===== config.mk =====
export PLATFORM = sky130hd
export DESIGN_NAME = led_ring_animation_engine_unit
export DESIGN_NICKNAME = d
export VERILOG_FILES = /design/src/hw/rtl/lra_pkg.sv /design/src/hw/rtl/led_ring_animation_engine_unit.sv /design/src/hw/rtl/lra_div.sv /design/src/hw/rtl/lra_front.sv /design/src/hw/rtl/lra_queue.sv /design/src/hw/rtl/lra_back.sv
export SDC_FILE = /design/constraint.sdc
export NUM_CORES = 1
export LEC_CHECK = 0
export BUFFER_PORTS_ARGS = -buffer_cell sky130_fd_sc_hd__clkbuf_2
export CAP_MARGIN = 10
export CORE_AREA = 2 2 329 331
export DETAILED_ROUTE_END_ITERATION = 8
export DIE_AREA = 0 0 331 333
export PLACE_DENSITY = 0.4
export SYNTH_ARGS = -nofsm -noshare
export SYNTH_HDL_FRONTEND = slang
export SYNTH_HIERARCHICAL = 1
export SYNTH_SLANG_ARGS = --single-unit

===== constraint.sdc =====
create_clock -name clk -period 11.4 [get_ports clk]
set_clock_uncertainty 0.1 [all_clocks]
set_input_delay 2.28 -clock clk [delete_from_list [all_inputs] [get_ports clk]]
set_output_delay 2.28 -clock clk [all_outputs]
set_load 0.01 [all_outputs]

===== src/hw/rtl/lra_pkg.sv =====
// shared types, codes and constants of the ring led animation engine
package lra_pkg;

  // request kinds
  localparam logic [1:0] KIND_TICK     = 2'd0;
  localparam logic [1:0] KIND_SET_MODE = 2'd1;
  localparam logic [1:0] KIND_ERROR    = 2'd2;

  // animation modes
  localparam logic [2:0] MODE_BOOT   = 3'd0;
  localparam logic [2:0] MODE_IDLE   = 3'd1;
  localparam logic [2:0] MODE_LISTEN = 3'd2;
  localparam logic [2:0] MODE_THINK  = 3'd3;
  localparam logic [2:0] MODE_SPEAK  = 3'd4;
  localparam logic [2:0] MODE_LEARN  = 3'd5;
  localparam logic [2:0] MODE_PORTAL = 3'd6;
  localparam logic [2:0] MODE_ERROR  = 3'd7;

  // configuration register indexes
  localparam logic [1:0] CFG_FRAME_INTERVAL = 2'd0;
  localparam logic [1:0] CFG_ERROR_HOLD     = 2'd1;
  localparam logic [1:0] CFG_ERROR_BLINK    = 2'd2;

  localparam logic [9:0]  FRAME_INTERVAL_RST = 10'd40;
  localparam logic [13:0] ERROR_HOLD_RST     = 14'd900;
  localparam logic [9:0]  ERROR_BLINK_RST    = 10'd150;

  // triangle periods in frames
  localparam int TRI_PER_IDLE   = 120;
  localparam int TRI_PER_SPEAK  = 60;
  localparam int TRI_PER_LEARN  = 50;
  localparam int TRI_PER_PORTAL = 80;
  localparam int TRI_HALF_IDLE   = TRI_PER_IDLE / 2;
  localparam int TRI_HALF_SPEAK  = TRI_PER_SPEAK / 2;
  localparam int TRI_HALF_LEARN  = TRI_PER_LEARN / 2;
  localparam int TRI_HALF_PORTAL = TRI_PER_PORTAL / 2;

  // x*255/half done as x*m >> shift, m rounded up
  localparam int TRI_SHIFT = 16;
  localparam int TRI_M_W   = 20;
  localparam int TRI_M_IDLE   = (255 * (1 << TRI_SHIFT) + TRI_HALF_IDLE - 1) / TRI_HALF_IDLE;
  localparam int TRI_M_SPEAK  = (255 * (1 << TRI_SHIFT) + TRI_HALF_SPEAK - 1) / TRI_HALF_SPEAK;
  localparam int TRI_M_LEARN  = (255 * (1 << TRI_SHIFT) + TRI_HALF_LEARN - 1) / TRI_HALF_LEARN;
  localparam int TRI_M_PORTAL = (255 * (1 << TRI_SHIFT) + TRI_HALF_PORTAL - 1) / TRI_HALF_PORTAL;
  localparam int IDLE_DIV = 6;
  localparam int DIV6_M   = ((1 << TRI_SHIFT) + IDLE_DIV - 1) / IDLE_DIV;

  localparam logic [7:0] SPEAK_BASE = 8'd60;
  localparam logic [7:0] LISTEN_G   = 8'd80;
  localparam logic [7:0] LISTEN_B   = 8'd255;
  localparam logic [7:0] FULL_ON    = 8'd255;

  // comet head plus tail
  localparam int COMET_LEN = 6;
  localparam logic [2:0] TAIL_BOOT  = 3'd3;
  localparam logic [2:0] TAIL_THINK = 3'd5;
  localparam int ORANGE_G = 150;

  localparam logic [7:0] COMET_FULL [COMET_LEN] = '{
    8'(255 / 1), 8'(255 / 2), 8'(255 / 3), 8'(255 / 4), 8'(255 / 5), 8'(255 / 6)
  };
  localparam logic [7:0] COMET_ORANGE_G [COMET_LEN] = '{
    8'((ORANGE_G * (255 / 1)) / 255), 8'((ORANGE_G * (255 / 2)) / 255),
    8'((ORANGE_G * (255 / 3)) / 255), 8'((ORANGE_G * (255 / 4)) / 255),
    8'((ORANGE_G * (255 / 5)) / 255), 8'((ORANGE_G * (255 / 6)) / 255)
  };

  // ring positions up to the largest supported ring
  localparam int IDX_W = 6;
  typedef logic [IDX_W-1:0] idx_t;

  localparam int QUEUE_DEPTH = 2;

  typedef struct packed {
    logic [1:0]  kind;
    logic [31:0] now_ms;
    logic [2:0]  new_mode;
  } in_item_t;

  typedef struct packed {
    logic [3:0] pixel_index;
    logic [7:0] red;
    logic [7:0] green;
    logic [7:0] blue;
    logic       last_pixel;
  } out_item_t;

  // one frame handed from front to back
  typedef struct packed {
    logic                  flash;
    logic                  flash_on;
    logic [2:0]            mode;
    logic [7:0]            level;
    idx_t [COMET_LEN-1:0]  comet_idx;
  } frame_t;

endpackage


===== src/hw/rtl/led_ring_animation_engine_unit.sv =====
// top level of the ring led animation engine
//
// requests arrive on in_valid/in_stall: a tick with the current millisecond
// time, a mode change, or an error event. a request is taken when in_valid is
// high and in_stall low. mode changes, error events and early ticks are taken
// one per cycle while the front is idle. a tick due for a frame holds in_stall
// while the front builds it, and until the blink divider (4 quotient bits per
// cycle over 32 bits) has finished when the error flash runs.
// a frame goes through a two-entry queue to the back, which sends PIXELS
// pixel results on out_valid/out_stall, one per cycle unless out_stall holds
// them, the last one flagged. the front keeps taking requests while the back
// drains a frame.
// out_stall freezes the output register; the back stops, the queue fills and
// only then does the front stall new frames.
// cfg_valid/cfg_ready writes the frame interval, error hold and blink period;
// cfg_ready is always high. writes are expected only while the block is idle.
// synchronous reset restores mode boot, zero phase and default registers.
module led_ring_animation_engine_unit #(
  parameter int PIXELS = 12
) (
  input  logic               clk,
  input  logic               rst,
  input  logic               in_valid,
  output logic               in_stall,
  input  lra_pkg::in_item_t  in_data,
  output logic               out_valid,
  input  logic               out_stall,
  output lra_pkg::out_item_t out_data,
  input  logic               cfg_valid,
  output logic               cfg_ready,
  input  logic [1:0]         cfg_index,
  input  logic [13:0]        cfg_data
);
  import lra_pkg::*;

  logic   push;
  frame_t push_data;
  logic   full;
  logic   pop;
  logic   head_valid;
  frame_t head;

  lra_front #(.PIXELS(PIXELS)) u_front (
    .clk       (clk),
    .rst       (rst),
    .in_valid  (in_valid),
    .in_stall  (in_stall),
    .in_data   (in_data),
    .cfg_valid (cfg_valid),
    .cfg_ready (cfg_ready),
    .cfg_index (cfg_index),
    .cfg_data  (cfg_data),
    .push      (push),
    .push_data (push_data),
    .full      (full)
  );

  lra_queue u_queue (
    .clk        (clk),
    .rst        (rst),
    .push       (push),
    .push_data  (push_data),
    .full       (full),
    .pop        (pop),
    .head_valid (head_valid),
    .head       (head)
  );

  lra_back #(.PIXELS(PIXELS)) u_back (
    .clk        (clk),
    .rst        (rst),
    .head_valid (head_valid),
    .head       (head),
    .pop        (pop),
    .out_valid  (out_valid),
    .out_stall  (out_stall),
    .out_data   (out_data)
  );

endmodule


===== src/hw/rtl/lra_div.sv =====
// quotient parity unit, four restoring steps per cycle
module lra_div (
  input  logic        clk,
  input  logic        rst,
  input  logic        start,
  input  logic [31:0] dividend,
  input  logic [9:0]  divisor,
  output logic        busy,
  output logic        odd
);
  localparam int STEPS  = 4;
  localparam int CYCLES = 32 / STEPS;
  localparam int CW     = $clog2(CYCLES);

  logic [CW-1:0] cnt;
  logic [31:0]   dvd;
  logic [9:0]    rem;
  logic [9:0]    dvs;
  logic [9:0]    rem_next;
  logic          odd_next;

  always_comb begin
    logic [10:0] t;
    logic [9:0]  r;
    logic        q;
    r = rem;
    q = 1'b0;
    for (int k = 0; k < STEPS; k++) begin
      t = {r, dvd[31-k]};
      if (t >= {1'b0, dvs}) begin
        t = t - {1'b0, dvs};
        q = 1'b1;
      end else begin
        q = 1'b0;
      end
      r = t[9:0];
    end
    rem_next = r;
    odd_next = q;
  end

  always_ff @(posedge clk) begin
    if (rst) begin
      busy <= 1'b0;
      cnt  <= '0;
    end else if (start) begin
      busy <= 1'b1;
      cnt  <= '0;
      dvd  <= dividend;
      rem  <= '0;
      dvs  <= divisor;
    end else if (busy) begin
      rem <= rem_next;
      odd <= odd_next;
      dvd <= dvd << STEPS;
      cnt <= cnt + 1'b1;
      if (cnt == CW'(CYCLES - 1)) begin
        busy <= 1'b0;
      end
    end
  end

endmodule


===== src/hw/rtl/lra_front.sv =====
// front end: config registers, event handling, frame descriptor build
module lra_front #(
  parameter int PIXELS = 12
) (
  input  logic              clk,
  input  logic              rst,
  input  logic              in_valid,
  output logic              in_stall,
  input  lra_pkg::in_item_t in_data,
  input  logic              cfg_valid,
  output logic              cfg_ready,
  input  logic [1:0]        cfg_index,
  input  logic [13:0]       cfg_data,
  output logic              push,
  output lra_pkg::frame_t   push_data,
  input  logic              full
);
  import lra_pkg::*;

  localparam int PW = $clog2(PIXELS);
  localparam logic [31:0] WRAP_REM = 32'((64'd1 << 32) % 64'(PIXELS));

  localparam logic [1:0] ST_IDLE = 2'd0;
  localparam logic [1:0] ST_MUL1 = 2'd1;
  localparam logic [1:0] ST_MUL2 = 2'd2;
  localparam logic [1:0] ST_PUSH = 2'd3;

  logic [1:0]  state;
  logic [9:0]  frame_interval;
  logic [13:0] error_hold;
  logic [9:0]  error_blink;
  logic [2:0]  mode;
  logic [31:0] phase;
  logic [31:0] last_frame_ms;
  logic [31:0] error_until_ms;
  logic [PW-1:0] cnt_ring;
  logic [6:0]  cnt_idle;
  logic [5:0]  cnt_speak;
  logic [5:0]  cnt_learn;
  logic [6:0]  cnt_portal;
  logic        flash;
  logic [26:0] tri_prod;
  logic [7:0]  tri_t;
  logic [21:0] div6_prod;
  idx_t [COMET_LEN-1:0] comet_idx;
  idx_t [COMET_LEN-1:0] comet_idx_next;

  logic        accept;
  logic        tick_due;
  logic        frame_start;
  logic        flash_now;
  logic        div_busy;
  logic        div_odd;
  logic [9:0]  blink_div;
  logic [6:0]  tri_p;
  logic [6:0]  tri_per;
  logic [6:0]  tri_half;
  logic [TRI_M_W-1:0] tri_m;
  logic [6:0]  tri_d;
  logic [26:0] tri_prod_next;
  logic [7:0]  level;

  assign cfg_ready   = 1'b1;
  assign in_stall    = (state != ST_IDLE);
  assign accept      = in_valid && (state == ST_IDLE);
  assign tick_due    = (in_data.now_ms - last_frame_ms) >= {22'd0, frame_interval};
  assign frame_start = accept && (in_data.kind == KIND_TICK) && tick_due;
  assign flash_now   = in_data.now_ms < error_until_ms;
  assign blink_div   = (error_blink == 10'd0) ? 10'd1 : error_blink;

  lra_div u_div (
    .clk      (clk),
    .rst      (rst),
    .start    (frame_start && flash_now),
    .dividend (error_until_ms - in_data.now_ms),
    .divisor  (blink_div),
    .busy     (div_busy),
    .odd      (div_odd)
  );

  // triangle position for the current mode
  always_comb begin
    unique case (mode)
      MODE_SPEAK: begin
        tri_p    = 7'(cnt_speak);
        tri_per  = 7'(TRI_PER_SPEAK);
        tri_half = 7'(TRI_HALF_SPEAK);
        tri_m    = TRI_M_W'(TRI_M_SPEAK);
      end
      MODE_LEARN: begin
        tri_p    = 7'(cnt_learn);
        tri_per  = 7'(TRI_PER_LEARN);
        tri_half = 7'(TRI_HALF_LEARN);
        tri_m    = TRI_M_W'(TRI_M_LEARN);
      end
      MODE_PORTAL: begin
        tri_p    = cnt_portal;
        tri_per  = 7'(TRI_PER_PORTAL);
        tri_half = 7'(TRI_HALF_PORTAL);
        tri_m    = TRI_M_W'(TRI_M_PORTAL);
      end
      default: begin
        tri_p    = cnt_idle;
        tri_per  = 7'(TRI_PER_IDLE);
        tri_half = 7'(TRI_HALF_IDLE);
        tri_m    = TRI_M_W'(TRI_M_IDLE);
      end
    endcase
    tri_d = (tri_p < tri_half) ? tri_p : (tri_per - tri_p);
    tri_prod_next = 27'(tri_d) * 27'(tri_m);
  end

  // comet head and tail positions; the 32-bit wrap of phase shifts them by 2^32 mod ring
  always_comb begin
    logic [32:0] sum;
    logic [7:0]  v;
    for (int i = 0; i < COMET_LEN; i++) begin
      sum = {1'b0, phase} + 33'(4 * PIXELS - i);
      v = 8'(cnt_ring) + 8'(2 * PIXELS - i) - (sum[32] ? 8'(WRAP_REM) : 8'd0);
      if (v >= 8'(2 * PIXELS)) begin
        v = v - 8'(2 * PIXELS);
      end else if (v >= 8'(PIXELS)) begin
        v = v - 8'(PIXELS);
      end
      comet_idx_next[i] = IDX_W'(v);
    end
  end

  always_comb begin
    unique case (mode)
      MODE_IDLE:   level = {2'b00, div6_prod[TRI_SHIFT +: 6]};
      MODE_SPEAK:  level = {1'b0, tri_t[7:1]} + SPEAK_BASE;
      MODE_LEARN:  level = tri_t;
      MODE_PORTAL: level = tri_t;
      default:     level = 8'd0;
    endcase
  end

  assign push = (state == ST_PUSH) && !div_busy && !full;

  always_comb begin
    push_data.flash     = flash;
    push_data.flash_on  = flash && div_odd;
    push_data.mode      = mode;
    push_data.level     = level;
    push_data.comet_idx = comet_idx;
  end

  always_ff @(posedge clk) begin
    if (rst) begin
      state          <= ST_IDLE;
      frame_interval <= FRAME_INTERVAL_RST;
      error_hold     <= ERROR_HOLD_RST;
      error_blink    <= ERROR_BLINK_RST;
      mode           <= MODE_BOOT;
      phase          <= '0;
      last_frame_ms  <= '0;
      error_until_ms <= '0;
      cnt_ring       <= '0;
      cnt_idle       <= '0;
      cnt_speak      <= '0;
      cnt_learn      <= '0;
      cnt_portal     <= '0;
      flash          <= 1'b0;
    end else begin
      if (cfg_valid && cfg_ready) begin
        unique case (cfg_index)
          CFG_FRAME_INTERVAL: frame_interval <= cfg_data[9:0];
          CFG_ERROR_HOLD:     error_hold     <= cfg_data;
          CFG_ERROR_BLINK:    error_blink    <= cfg_data[9:0];
          default: ;
        endcase
      end
      unique case (state)
        ST_IDLE: begin
          if (accept) begin
            unique case (in_data.kind)
              KIND_SET_MODE: begin
                if (in_data.new_mode != mode) begin
                  mode       <= in_data.new_mode;
                  phase      <= '0;
                  cnt_ring   <= '0;
                  cnt_idle   <= '0;
                  cnt_speak  <= '0;
                  cnt_learn  <= '0;
                  cnt_portal <= '0;
                end
              end
              KIND_ERROR: begin
                error_until_ms <= in_data.now_ms + 32'(error_hold);
              end
              KIND_TICK: begin
                if (tick_due) begin
                  last_frame_ms <= in_data.now_ms;
                  phase         <= phase + 32'd1;
                  flash         <= flash_now;
                  state         <= ST_MUL1;
                  // phase wrapping to zero restarts every residue
                  if (&phase) begin
                    cnt_ring   <= '0;
                    cnt_idle   <= '0;
                    cnt_speak  <= '0;
                    cnt_learn  <= '0;
                    cnt_portal <= '0;
                  end else begin
                    cnt_ring   <= (cnt_ring == PW'(PIXELS - 1)) ? '0 : cnt_ring + 1'b1;
                    cnt_idle   <= (cnt_idle == 7'(TRI_PER_IDLE - 1)) ? '0 : cnt_idle + 1'b1;
                    cnt_speak  <= (cnt_speak == 6'(TRI_PER_SPEAK - 1)) ? '0 : cnt_speak + 1'b1;
                    cnt_learn  <= (cnt_learn == 6'(TRI_PER_LEARN - 1)) ? '0 : cnt_learn + 1'b1;
                    cnt_portal <= (cnt_portal == 7'(TRI_PER_PORTAL - 1)) ? '0
                                                                          : cnt_portal + 1'b1;
                  end
                end
              end
              default: ;
            endcase
          end
        end
        ST_MUL1: begin
          tri_prod  <= tri_prod_next;
          comet_idx <= comet_idx_next;
          state     <= ST_MUL2;
        end
        ST_MUL2: begin
          tri_t     <= tri_prod[TRI_SHIFT +: 8];
          div6_prod <= 22'(tri_prod[TRI_SHIFT +: 8]) * 22'(DIV6_M);
          state     <= ST_PUSH;
        end
        ST_PUSH: begin
          if (push) begin
            state <= ST_IDLE;
          end
        end
        default: state <= ST_IDLE;
      endcase
    end
  end

endmodule


===== src/hw/rtl/lra_queue.sv =====
// two-entry frame queue between front and back
module lra_queue (
  input  logic            clk,
  input  logic            rst,
  input  logic            push,
  input  lra_pkg::frame_t push_data,
  output logic            full,
  input  logic            pop,
  output logic            head_valid,
  output lra_pkg::frame_t head
);
  import lra_pkg::*;

  localparam int AW = $clog2(QUEUE_DEPTH);

  frame_t        slots [QUEUE_DEPTH];
  logic [AW-1:0] wp;
  logic [AW-1:0] rp;
  logic [AW:0]   count;

  assign full       = (count == (AW + 1)'(QUEUE_DEPTH));
  assign head_valid = (count != '0);
  assign head       = slots[rp];

  always_ff @(posedge clk) begin
    if (rst) begin
      wp    <= '0;
      rp    <= '0;
      count <= '0;
    end else begin
      if (push) begin
        slots[wp] <= push_data;
        wp        <= wp + 1'b1;
      end
      if (pop) begin
        rp <= rp + 1'b1;
      end
      count <= count + (AW + 1)'(push) - (AW + 1)'(pop);
    end
  end

endmodule


===== src/hw/rtl/lra_back.sv =====
// back end: walks the ring, painting one pixel per unstalled cycle into out_data
module lra_back #(
  parameter int PIXELS = 12
) (
  input  logic               clk,
  input  logic               rst,
  input  logic               head_valid,
  input  lra_pkg::frame_t    head,
  output logic               pop,
  output logic               out_valid,
  input  logic               out_stall,
  output lra_pkg::out_item_t out_data
);
  import lra_pkg::*;

  localparam int PW = $clog2(PIXELS);

  frame_t        cur;
  logic          active;
  logic [PW-1:0] pix;
  logic          last_pix;
  logic          advance;
  logic          load;
  out_item_t     item;

  assign last_pix = (pix == PW'(PIXELS - 1));
  assign advance  = active && (!out_valid || !out_stall);
  assign load     = head_valid && (!active || (advance && last_pix));
  assign pop      = load;

  always_comb begin
    logic       hit;
    logic [2:0] sel;
    logic [2:0] tail;
    hit  = 1'b0;
    sel  = '0;
    tail = (cur.mode == MODE_THINK) ? TAIL_THINK : TAIL_BOOT;
    // later tail positions overwrite earlier ones
    for (int i = 0; i < COMET_LEN; i++) begin
      if ((3'(i) <= tail) && (cur.comet_idx[i] == IDX_W'(pix))) begin
        hit = 1'b1;
        sel = 3'(i);
      end
    end
    item.pixel_index = 4'(pix);
    item.last_pixel  = last_pix;
    item.red         = 8'd0;
    item.green       = 8'd0;
    item.blue        = 8'd0;
    if (cur.flash) begin
      item.red = cur.flash_on ? FULL_ON : 8'd0;
    end else begin
      unique case (cur.mode)
        MODE_BOOT: begin
          if (hit) begin
            item.red   = COMET_FULL[sel];
            item.green = COMET_FULL[sel];
            item.blue  = COMET_FULL[sel];
          end
        end
        MODE_IDLE: begin
          if (pix == '0) begin
            item.red   = cur.level;
            item.green = cur.level;
            item.blue  = cur.level;
          end
        end
        MODE_LISTEN: begin
          item.green = LISTEN_G;
          item.blue  = LISTEN_B;
        end
        MODE_THINK: begin
          if (hit) begin
            item.red   = COMET_FULL[sel];
            item.green = COMET_ORANGE_G[sel];
          end
        end
        MODE_SPEAK: item.green = cur.level;
        MODE_LEARN: begin
          item.green = cur.level;
          item.blue  = cur.level;
        end
        MODE_PORTAL: begin
          item.red  = {1'b0, cur.level[7:1]};
          item.blue = cur.level;
        end
        MODE_ERROR: item.red = FULL_ON;
      endcase
    end
  end

  always_ff @(posedge clk) begin
    if (rst) begin
      active    <= 1'b0;
      out_valid <= 1'b0;
      pix       <= '0;
    end else begin
      if (advance) begin
        out_valid <= 1'b1;
      end else if (out_valid && !out_stall) begin
        out_valid <= 1'b0;
      end
      if (advance) begin
        out_data <= item;
        if (last_pix) begin
          pix <= '0;
        end else begin
          pix <= pix + 1'b1;
        end
      end
      if (load) begin
        cur    <= head;
        active <= 1'b1;
      end else if (advance && last_pix) begin
        active <= 1'b0;
      end
    end
  end

endmodule


Yosys cells after proc, flatten, opt, wreduce, memory -nomap -nowiden --
Memories as Yosys holds them, arrays and structs flattened. A register that Yosys moved wholly into a read port is not among the register bits. Index checks and enable logic that the tools add are counted.
Storage, ports and cells: flip-flop bits (word level) 352, RAM bits 98, ROM bits 128, input bits 58, output and inout port bits 32, word-level logic and storage cells 318, memories kept 3
Operators by class: $add $sub $neg 51, $mul 2, magnitude comparators 26, equality and inequality tests 39, multiplexer cells 98, bitwise operators 3, reductions and logical operators 56
Memories:
- u_queue.slots | depth 2, width 49, rd ports 1, clocked after Yosys merged registers in 1, write ports 1, line lra_queue.sv:16 | frame_t slots [QUEUE_DEPTH];
- (name not given) | depth 8, width 8, rd ports 1, clocked after Yosys merged registers in 0, write ports 0, line lra_back.sv:75 | item.green = COMET_ORANGE_G[sel];
- (name not given) | depth 8, width 8, rd ports 1, clocked after Yosys merged registers in 0, write ports 0, line lra_back.sv:56 | item.red = COMET_FULL[sel];
Operators with widths (number):
- adder 32 x 6 -> 33 bit, second input constant | 6
- two-way mux 32 bit | 4
- two-way mux 6 bit | 19
- one-hot mux 8 bit (5 select lines) | 2
- one-hot mux 32 bit (2 select lines) | 1
- subtractor 32 bit | 2
- one-hot mux 20 bit (3 select lines) | 1
- two-way mux 7 bit | 8
- two-way mux 10 bit | 5
- >= comparator 8 x 4 -> 1 bit, second input constant | 6
- >= comparator 8 x 5 -> 1 bit, second input constant | 6
- two-way mux 24 bit | 2
- two-way mux 8 bit | 6
- >= comparator 11 x 10 -> 1 bit | 4
- one-hot mux 7 bit (3 select lines) | 2
- subtractor 6 x 3 -> 7 bit | 6
- subtractor 10 bit | 4
- adder 4 x 5 -> 6 bit, second input constant | 6
- == test 6 x 4 -> 1 bit | 6
- subtractor 6 x 4 -> 6 bit, second input constant | 6
- subtractor 6 x 5 -> 6 bit, second input constant | 6
- adder 32 x 1 -> 32 bit, second input constant | 1
- adder 32 x 14 -> 32 bit | 1
- >= comparator 32 x 10 -> 1 bit | 1
- 56 further kinds | 164

Logic depth before layout (Yosys ltp) --
Gate-level depths: netlist of run 1.
word-level depth 16, gate-level depth with buffers 43, gate-level depth less buffers 40

Hierarchy --
Netlist of run 1, hierarchy kept.
Modules (own cells, without submodules):
- lra_front | instances 1, cells an instance 2402, area each 19671.4 um^2, seq. area each 4884.7 um^2
- lra_div | instances 1, cells an instance 424, area each 4478.0 um^2, seq. area each 1671.6 um^2
- lra_queue | instances 1, cells an instance 173, area each 3803.6 um^2, seq. area each 3042.9 um^2
- lra_back | instances 1, cells an instance 289, area each 3796.1 um^2, seq. area each 2462.4 um^2

Worst setup path after synthesis of run 1 --
No wires, ideal clock.
path kind input-to-reg, start point in in_data[7] (netlist bit), end point reg u_front.u_div.dvd[0] (enable), library setup time 0.441 ns, arrival time 7.839 ns, slack 3.020 ns, stages 21, path through ha_1 > a21o_1 > or3_4 > o21ai_4 > o21bai_1 > a21oi_1 > xnor2_1 > ha_1 > nand2_1 > or4_1 > and4b_1 > nand4_1 > and4b_2 > nand3_1 > nand4_1 > buf_6 > buf_12 > nor2b_1 > clkbuf_1 > nor2_1 > nor2_1
On the way: word-level cells in the longest chain between the ends 6
Ends and longest elaborated chain:
- start: declaration | line led_ring_animation_engine_unit.sv:25 | input lra_pkg::in_item_t in_data,
- subtractor 32 bit | line lra_front.sv:66 | assign tick_due = (in_data.now_ms - last_frame_ms) >= {22'd0, frame_interval};
- >= comparator 32 x 10 -> 1 bit | line lra_front.sv:66
- logical AND 1 bit | line lra_front.sv:67 | assign frame_start = accept && (in_data.kind == KIND_TICK) && tick_due;
- logical AND 1 bit (*) | line lra_front.sv:74 | .start (frame_start && flash_now),
- nonzero test 2 bit (no source line) (*)
- AND reduction 2 bit (no source line) (*)
- end signal: assignment | line lra_div.sv:49 | dvd <= dividend;
- end signal: assignment | line lra_div.sv:55 | dvd <= dvd << STEPS;
- end: declaration | line lra_div.sv:16 | logic [31:0] dvd;
Mark *: on every way between the ends. The rest lies on a longest branch, timed or not. A chain may end at the register's enable or synchronous reset.

Final worst setup path of run 1 --
start point reg u_front.u_div.dvs[1], end point reg u_front.u_div.rem[1], data pin
On the way: word-level cells in the longest chain between the ends 9
Ends and longest elaborated chain:
- start: declaration | line lra_div.sv:18 | logic [9:0] dvs;
- start signal: assignment | line lra_div.sv:51 | dvs <= divisor;
- subtractor 10 bit / >= comparator 11 x 10 -> 1 bit (equally long branches) | line lra_div.sv:31, lra_div.sv:30
- two-way mux 10 bit | line lra_div.sv:30 | if (t >= {1'b0, dvs}) begin
- subtractor 10 bit / >= comparator 11 x 10 -> 1 bit (equally long branches) | line lra_div.sv:31, lra_div.sv:30
- two-way mux 10 bit | line lra_div.sv:30
- subtractor 10 bit / >= comparator 11 x 10 -> 1 bit (equally long branches) | line lra_div.sv:31, lra_div.sv:30
- two-way mux 10 bit | line lra_div.sv:30
- >= comparator 11 x 10 -> 1 bit / subtractor 10 bit (equally long branches) | line lra_div.sv:30, lra_div.sv:31
- two-way mux 10 bit (*) | line lra_div.sv:30
- two-way mux 10 bit (*) | line lra_div.sv:52 | end else if (busy) begin
- end signal: assignment | line lra_div.sv:53 | rem <= rem_next;
- end: declaration | line lra_div.sv:17 | logic [9:0] rem;
Mark *: on every way between the ends. The rest lies on a longest branch, timed or not. The select of a mux whose other input is x is not followed.

==> run summary, run 1 <==
Compared with the post-synthesis result, the final layout area differs by 11.8%. Deepest clock path buffer count: 3. The most frequently used flop master after synthesis was edfxtp_1. The share of layout cells above drive strength 1 came out at 0.109.

The peak per-stage delay on the critical path is 0.54 ns. CTS saw 462 sinks. The later pin in the worst-skew pair is clocked with a latency of 0.65 ns. The XOR/XNOR share of the synthesized area was 0.0426. The post-synthesis area per instance came out at 9.66 um^2.

The main combinational cell family by area after synthesis was adder cells. In this run the power density over the cells is 151 mW/mm^2. Length of routed met2 wiring: 40,800 um. The net count of the finished layout is 3,763. In the final routed layout, each cell accounts on average for 17.8 um. In this run, synthesis inferred 281 flip-flops with an integrated enable.

The starting density of the core is 0.298. Entering global routing, the biggest net connects 71 pins. The final cycle utilization of the critical path is 0.848.

Global routing finished with a remaining overflow of 0. The critical path is of the reg -> reg type. Across the run, the number of max-cap violations was 0.

The run gives 0 as the count of instances resized after the clock tree is built. When the netlist entered floorplanning its net count stood at 3,720. The hold violation total from the final report was 0.

The number of nets with antenna violations after routing is 0. The logs give 10.05 ns for the arrival time of data at the critical path endpoint and 1.73 ns for the final worst-path setup slack. The uppermost metal layer occupied by signal nets is met4.

Die footprint: 0.110 mm^2. In this run, the number of DRC markers left after iteration 0 of detailed routing was 1,499. The run gives 0.380 as the share of the yosys chip area belonging to registers. Sorting the synthesized cells by area gives the leading types as edfxtp_1 27%, ha_1 12%, dfxtp_1 11%, fa_1 3.9%, a21oi_1 3.8%. Yosys synthesis warning count: 6.

The flow ran to the end, and the final reports show no timing, DRC or antenna violations. The adder and majority cell fraction of the synthesized area is 0.162, and the sum of net half-perimeters after detailed placement is 63,600 um. The reg-to-reg critical path startpoint is u_front/u_div/dvs[1]. The run gives 2 as the initial antenna violation count. Total power for the finished layout comes to 5.38 mW.

For the last weighted congestion value of the routability-driven placer, the log shows 0.824. The run gives 2660 um as the detailed-routed wire length on met3. Along the worst path, the maximum fanout reaches 14.

For the worst hold slack after final layout, the log shows 0.341 ns. The share of flip-flops with an asynchronous set or reset works out to 0. STA puts the critical path data required time at 11.79 ns. The tools report the sort of element at the start of the critical path as a flip-flop.

The worst hold path passes through 0 cells. The routed layout has 23,300 vias. The total standard cell area after synthesis was 0.0317 mm^2.

The kind of cell adding the most delay to the critical path is compound AO/OA/AOI/OAI gates. For this run, design rule violations remaining after detail routing come to 0. The routed design has 84,900 um of wire.

The area fraction of the dominant cell type after synthesis was 0.266; the shortest clock period the worst path allows after layout was 9.67 ns. For the number of max-slew violations in the final report, the log shows 0. The worst hold path begins at u_front/push_data[28]. The count of cells along the worst register-to-register path is 37, and the final count of negative-setup-slack endpoints is 0. The die boundary width works out to 331 um. The post-CTS setup buffer count was 0. The die is 333 um tall. Biggest area consumer among synthesized cells: edfxtp_1.

For the final cell utilization of the core, the log shows 0.333. Hold repair after CTS inserted 0 buffers. For the minimum setup slack among reg-to-reg paths, the log shows 1.73 ns. The relative slew slack was 0.316; the number of optimization iterations in the first detailed-route pass was 5. The via count of the first global-routing pass was 23,600. For this design the static power due to leakage is 14.8 nW. The capturing point of the worst reg2reg path is u_front/u_div/rem[1].

The tools report the root buffer cell as clkbuf_16. The share of the synthesized area in compound gates (AO/OA/AOI/OAI) works out to 0.153. The worst min-delay path category is reg -> reg.

The actual slew at the worst max-slew pin was 1.03 ns; the worst-case setup slack after placement was 1.69 ns. The sum of buffers and inverters on the critical path works out to 4. The tools report the I/O pin total as 90. For this design, the slowest cell found on the critical path is o21ai_0.

TritonCTS built the clock tree. The total CTS buffers was 58. The instance count of the mapped netlist was 3,288; the fmax was 103 MHz.

The tools report the endpoint type of the worst setup path as a flip-flop. Clock transition at the registers of the reported paths: 0.06 ns. Met1 layer wirelength in the final routing: 39,700 um. The path with the worst hold slack has its endpoint at u_queue/slots[1][28]. The per-cell via count in the routed design works out to 4.88. The final-layout setup total negative slack was 0 ns; the count of cell types in the netlist was 113.

The simple-gate area share of the yosys netlist came out at 0.151. The total global-route track usage was 0.154. The core region is 0.107 mm^2. The count of buffers inserted at the top-level ports was 88. The worst-case IR drop observed on VDD is 0.111 mV. The mux share of post-synthesis cell area is 0.0517. The synthesized design contains 462 register bits. After floorplanning, the core was divided into 120 placement rows. Global-route wire length before repair: 135,000 um.

Setup repair after global routing left no endpoint under its margin. The H-tree was split into 2 levels.
## how the worst max path moves through the flow
stage / from / to / slack, ns / depth (start not counted)
after global placement: u_front/u_div/dvs[1] / u_front/u_div/rem[1] / 1.63 / 37
final: u_front/u_div/dvs[1] / u_front/u_div/rem[1] / 1.73 / 37
after detailed placement: u_front/u_div/dvs[1] / u_front/u_div/rem[1] / 1.69 / 36
after floorplan: in_data[7] / u_front/u_div/dvd[0] / 3.02 / 21
after CTS: u_front/u_div/dvs[1] / u_front/u_div/rem[1] / 1.65 / 36
after global routing: u_front/u_div/dvs[1] / u_front/u_div/rem[1] / 0.86 / 36
## cell type report
cell class                 instances  area, um^2
antenna                            1        2.50
clock buffer                      70        1570
clock inverter                    38         432
fill                           11100       71100
inverter                         319        1200
multi-input combinational       2379       17800
sequential                       462       12100
tap                             1403        1760
timing repair buffer             111         619
## cell usage after synthesis, types with 16 or more instances
master / number
nand3_1: 68
mux2i_1: 60
and3_1: 38
or3_1: 26
and2_1: 20
inv_1: 314
dfxtp_1: 181
a31oi_1: 16
xnor2_1: 106
or2_2: 19
a21oi_1: 239
o211ai_1: 22
clkbuf_1: 82
edfxtp_1: 281
nand3b_1: 19
nand2b_1: 35
o21ai_0: 123
nand2_1: 271
fa_1: 62
a22oi_1: 19
nor2b_1: 50
ha_1: 312
nor2_1: 263
mux2_2: 78
a21o_1: 58
xor2_1: 46
nand4_1: 37
nor3_1: 47
o21a_1: 21
a211oi_1: 29
or4_1: 18
## sequential cells by signal (all words and copies together) (netlist names), 10 cells and up, named ones only
name	cells
u_front/error_hold	14
u_front/push_data	30
u_front/u_div/dvd	32
u_front/last_frame_ms	32
u_front/phase	32
u_front/u_div/dvs	10
u_front/error_blink	10
u_front/u_div/rem	10
u_queue/slots	98
u_back/cur	49
u_back/out_data	29
u_front/frame_interval	10
u_front/error_until_ms	32
## through the flow
step / area [um^2] / std cells
final: 35500 / 4783
after global routing: 35500 / 4783
after CTS: 35500 / 4782
after detailed placement: 33500 / 4674
after global placement: 33500 / 4674
after floorplan: 31700 / 3288
## where the power goes
part           internal, mW  switching, mW
combinational         0.577          0.806
sequential             1.95          0.119
clock                  1.16          0.763
total                  3.69           1.69
## cell families after synthesis
family          count (synthesis)
other cells                     1
flops                         462
mux                           149
fa+ha+maj                     375
xor+xnor                      153
compound gates                731
buf+inv                       447
simple gates                  970
## placed cells by master (no fill, tap or decap), types with 23 or more instances in the layout
cell type,Yosys,routed
ha_1,312,312
clkbuf_16,0,60
buf_4,13,23
xor2_1,46,46
and3_1,38,38
clkbuf_2,0,87
a21o_1,58,58
a211oi_1,29,29
xnor2_1,106,106
mux2_2,78,78
nand2_1,271,271
dfxtp_1,181,180
fa_1,62,62
o21ai_0,123,123
edfxtp_1,281,281
inv_1,314,314
a21oi_1,239,239
nand4_1,37,37
nor2b_1,50,47
mux2i_1,60,60
nor3_1,47,47
nand3_1,68,68
nand2b_1,35,35
or3_1,26,26
nor2_1,263,261
## per-layer routing
metal | up-vias | track usage
met5 | - | 0
met4 | 0 | 0.0388
met3 | 91 | 0.0200
met2 | 311 | 0.264
met1 | 11100 | 0.204
li1 | 11800 | -
Power figures use the tool's default switching activity.
==> run 2: changes to the inputs <==
--- a/config.mk
+++ b/config.mk
@@ -5,11 +5,12 @@
 export SDC_FILE = /design/constraint.sdc
 export NUM_CORES = 1
 export LEC_CHECK = 0
+export ABC_AREA = 1
 export BUFFER_PORTS_ARGS = -buffer_cell sky130_fd_sc_hd__clkbuf_2
 export CAP_MARGIN = 10
-export CORE_AREA = 2 2 329 331
+export CORE_AREA = 2 2 339 341
 export DETAILED_ROUTE_END_ITERATION = 8
-export DIE_AREA = 0 0 331 333
+export DIE_AREA = 0 0 341 343
 export PLACE_DENSITY = 0.4
 export SYNTH_ARGS = -nofsm -noshare
 export SYNTH_HDL_FRONTEND = slang
==> constraint.sdc (replaced) <==
create_clock -name clk -period 9.5 [get_ports clk]
set_clock_uncertainty 0.1 [all_clocks]
set_input_delay 1.9 -clock clk [delete_from_list [all_inputs] [get_ports clk]]
set_output_delay 1.9 -clock clk [all_outputs]
set_load 0.01 [all_outputs]
==> run 2 against run 1 <==
Non-clock buffer count shrank 4. Largest cell class unchanged. Critical path type unchanged. Via count grew 17%. Sequential power grew 19%. Clock power grew 17%. Largest power group unchanged. Worst hold slack lost 0.0088 ns. Power grew 21%. First-iteration DRC count grew 7.7%. Clock-buffer cell count grew 7. Worst setup slack lost 0.29 ns.
==> run summary, run 2 <==
The number of nets with antenna violations after routing came out at 0 (unchanged). The tools report the root buffer cell as clkbuf_16. The placement row count was 124 (+3.3%).

The area added between synthesis and finish was 11.6%. For the leakage dissipation, the log shows 17.1 nW (+16%). Ranked by flip-flop count, first place goes to u_queue/slots. The total CTS buffers came out at 56 (-3.4%).

The logs give 0.332 ns (-0.00880 ns) for the worst hold slack after final layout and 5,923 (+24%) for the filler-free cell count of the finished design. The count of flip-flops with a built-in enable after synthesis is 281 (unchanged). The via count of the routed design was 27,400 (+17%); the final worst-path setup slack was 1.44 ns (-0.292 ns).

The yosys synthesis warning count is 6 (unchanged). The cell depth of the worst min-delay path came out at 0 (unchanged). The actual slew at the worst max-slew pin was 0.994 ns (-0.0316 ns). After synthesis, the most frequently instantiated cells are 992 x nand2_1, 683 x inv_1, 399 x nor2_1. The fraction of power consumed by the clock network was 0.345 (-0.012); the post-layout total power was 6.50 mW (+21%). The shortest clock period the worst path allows after layout was 8.06 ns (-1.61 ns).

The CTS H-tree depth is 2 (unchanged), and the peak per-stage delay on the critical path is 0.55 ns (about the same). The final count of negative-setup-slack endpoints is 0 (unchanged). Library cell appearing most often on the critical path: nand2_1. The share of flip-flops with an asynchronous set or reset works out to 0 (unchanged). The total global-route track usage is 0.165 (+0.0107). The count of cells along the worst register-to-register path came out at 44 (+19%). The flow ran to the end, and the final reports show no timing, DRC or antenna violations. The count of cell instances traversed by the critical path works out to 44 (+19%). The count of instances resized after the clock tree is built was 0 (unchanged). The max-capacitance violation count was 0 (unchanged); the part of the power in registers was 0.378 (-0.007). For the fmax, the log shows 124 MHz (+20%). The most frequently used flop master after synthesis is edfxtp_1. The last weighted congestion value of the routability-driven placer was 0.848 (+2.9%); the area fraction of the dominant cell type after synthesis was 0.250 (-0.0156). For the via count of the first global-routing pass, the log shows 27,100 (+15%). The largest registers in the layout are u_queue/slots (98), u_back/cur (49). The run gives 462 (unchanged) as the clock sink total.

For the global-route wire length before repair, the log shows 154,000 um (+14%). The run gives 0 ns (unchanged) as the final-layout setup total negative slack. The tools report the critical path data required time as 9.81 ns (-1.98 ns). STA classifies the critical path endpoint as a flip-flop.

The tools report the total cell area at the placement stage as 0.0357 mm^2 (+6.6%). For the largest net degree at the start of global routing, the log shows 67 (-5.6%). The vertical die dimension was 343 um (+3.0%); the number of cells in the design after placement was 5,817 (+24%). The biggest area consumer among synthesized cells is edfxtp_1. The share of the yosys chip area belonging to registers came out at 0.358 (-0.0223).

In this design, the largest share of critical-path delay is due to simple AND/OR/NAND/NOR gates. The run gives 0 (unchanged) as the number of max-slew violations in the final report. The final cycle utilization of the critical path came out at 0.848 (about the same). The total nets after synthesis was 4,735 (+27%); the sum of net half-perimeters after detailed placement was 74,100 um (+17%). The arrival time of data at the critical path endpoint came out at 8.36 ns (-1.69 ns). For the instance count of the mapped netlist, the log shows 4,303 (+31%). The count of cell types in the netlist was 59 (-48%). STA classifies the critical path startpoint as a flip-flop. Cell with the most instances after synthesis: nand2_1. The run gives 1.46 ns (-0.226 ns) as the worst-case setup slack after placement.

The clock transition at the registers of the reported paths is 0.06 ns (about the same). The mean routed wirelength per cell is 16.2 um (-8.7%), and the clock latency at the later pin of the worst-skew pair is 0.68 ns (+0.03 ns). For the deepest clock path buffer count, the log shows 3 (unchanged). Switching power share of the total: 0.335 (+0.0215).

The largest individual stage delay along the critical path comes from the cell edfxtp_1. The most common library cell in the layout ignoring fill and taps is nand2_1. The category of the critical setup timing path is reg -> reg.

The tools report the I/O pin total as 90 (unchanged). The tools report the switching power as 2.18 mW (+29%). Relative slew slack: 0.335 (+0.0187).

In the layout the commonest cells are 991 x nand2_1, 682 x inv_1, 395 x nor2_1. The final global-route overflow total is 0 (unchanged). The worst vdd rail ir drop was 0.146 mV (+31%); the count of routing violations after the opening detailed-route iteration was 1,614 (+7.7%). The final cell utilization of the core was 0.332 (-0.00108); the post-CTS setup buffer count was 0 (unchanged). The post-synthesis register bit count was 462 (unchanged); the post-synthesis area per instance was 7.84 um^2 (-19%). Share of layout cells above drive strength 1: 0.0737 (-0.0355).

The internal power contribution is 4.32 mW (+17%), and the largest fanout on the critical path is 12 (-2). The number of optimization iterations in the first detailed-route pass is 5 (unchanged). The starting density of the core came out at 0.297 (-0.000412). The die footprint was 0.117 mm^2 (+6.1%); the number of hold-repair buffers added at the cts stage was 0 (unchanged). The path class of the tightest hold or removal check is reg -> reg. The count of buffers inserted at the top-level ports was 88 (unchanged); the area of the core was 0.113 mm^2 (+6.4%).

TritonCTS built the clock tree. For the number of nets in the finished design, the log shows 4,795 (+27%). Setup repair after global routing left no endpoint under its margin. The total standard cell area after synthesis was 0.0337 mm^2 (+6.2%); the combinational fraction of design power was 0.277 (+0.020). The summed area of non-filler cells in the final layout is 0.0376 mm^2 (+6.0%). The run gives 11 (+9) as the initial antenna violation count. The post-detailed-routing wire length was 96,000 um (+13%); the per-cell via count in the routed design was 4.62 (-5.3%). The number of flip-flops under the largest register name works out to 98 (unchanged). The DRC violations left is 0 (unchanged).

The total power density per cell area works out to 173 mW/mm^2 (+14%). Ranked by total cell area, the synthesized netlist is headed by edfxtp_1 25%, ha_1 12%, nand2_1 11%, dfxtp_1 11%, inv_1 7.6%. The hold violation total from the final report is 0 (unchanged).

The sum of buffers and inverters on the critical path was 5 (+1); the die boundary width was 341 um (+3.0%).
-- run 2: cell types whose count changed after synthesis, moves of 50 or more --
cell,previous run,this run
xor2_1,46,118
o21ai_0,123,189
mux2i_1,60,0
nor2b_1,50,0
nor2_1,263,399
nand2_1,271,992
xnor2_1,106,52
nand3_1,68,180
inv_1,314,683
-- run 2: worst paths after layout --
kind	start	endpoint	slack (ns)
max	u_front/u_div/dvs[1]	u_front/u_div/rem[8]	1.44
min	u_front/push_data[22]	u_queue/slots[1][22]	0.33
max reg2reg	u_front/u_div/dvs[1]	u_front/u_div/rem[8]	1.44
min reg2reg	u_front/push_data[22]	u_queue/slots[1][22]	0.33
-- run 2: final cells by class --
class	instances	area, um^2
Antenna cell	1	2.50
Clock buffer	77	1560
Clock inverter	28	374
Fill cell	12100	75800
Inverter	702	2640
Multi-Input combinational cell	3034	18500
Sequential cell	462	12100
Tap cell	1512	1890
Timing Repair Buffer	107	586
-- run 2: power by group through the flow --
stage	combinational [mW]	clock, mW	sequential [mW]
5_1_grt	2.08	2.41	2.48
2_1_floorplan	1.35	0	2.47
3_5_place_dp	1.82	0	2.50
3_3_place_gp	1.83	0	2.50
4_1_cts	1.83	2.33	2.46
6_report	1.80	2.24	2.46
-- run 2: kinds of logic after synthesis --
| kind of cell | share of synthesized area |
|---|---|
| and+or+nand+nor | 0.236 |
| buffers and inverters | 0.0948 |
| AOI/OAI and AO/OA | 0.0976 |
| DFF | 0.358 |
| adders and majority gates | 0.153 |
| xor gates and xnor gates | 0.0441 |
| muxes | 0.0175 |
| other | 0.000111 |
-- run 2: metal layers --
| metal | track usage | vias up | part of all wire |
|---|---|---|---|
| li1 | - | 14200 | - |
| met1 | 0.238 | 12600 | 0.51 |
| met2 | 0.258 | 427 | 0.43 |
| met3 | 0.0245 | 106 | 0.039 |
| met4 | 0.0396 | 4 | 0.020 |
| met5 | 0 | - | 0.00025 |
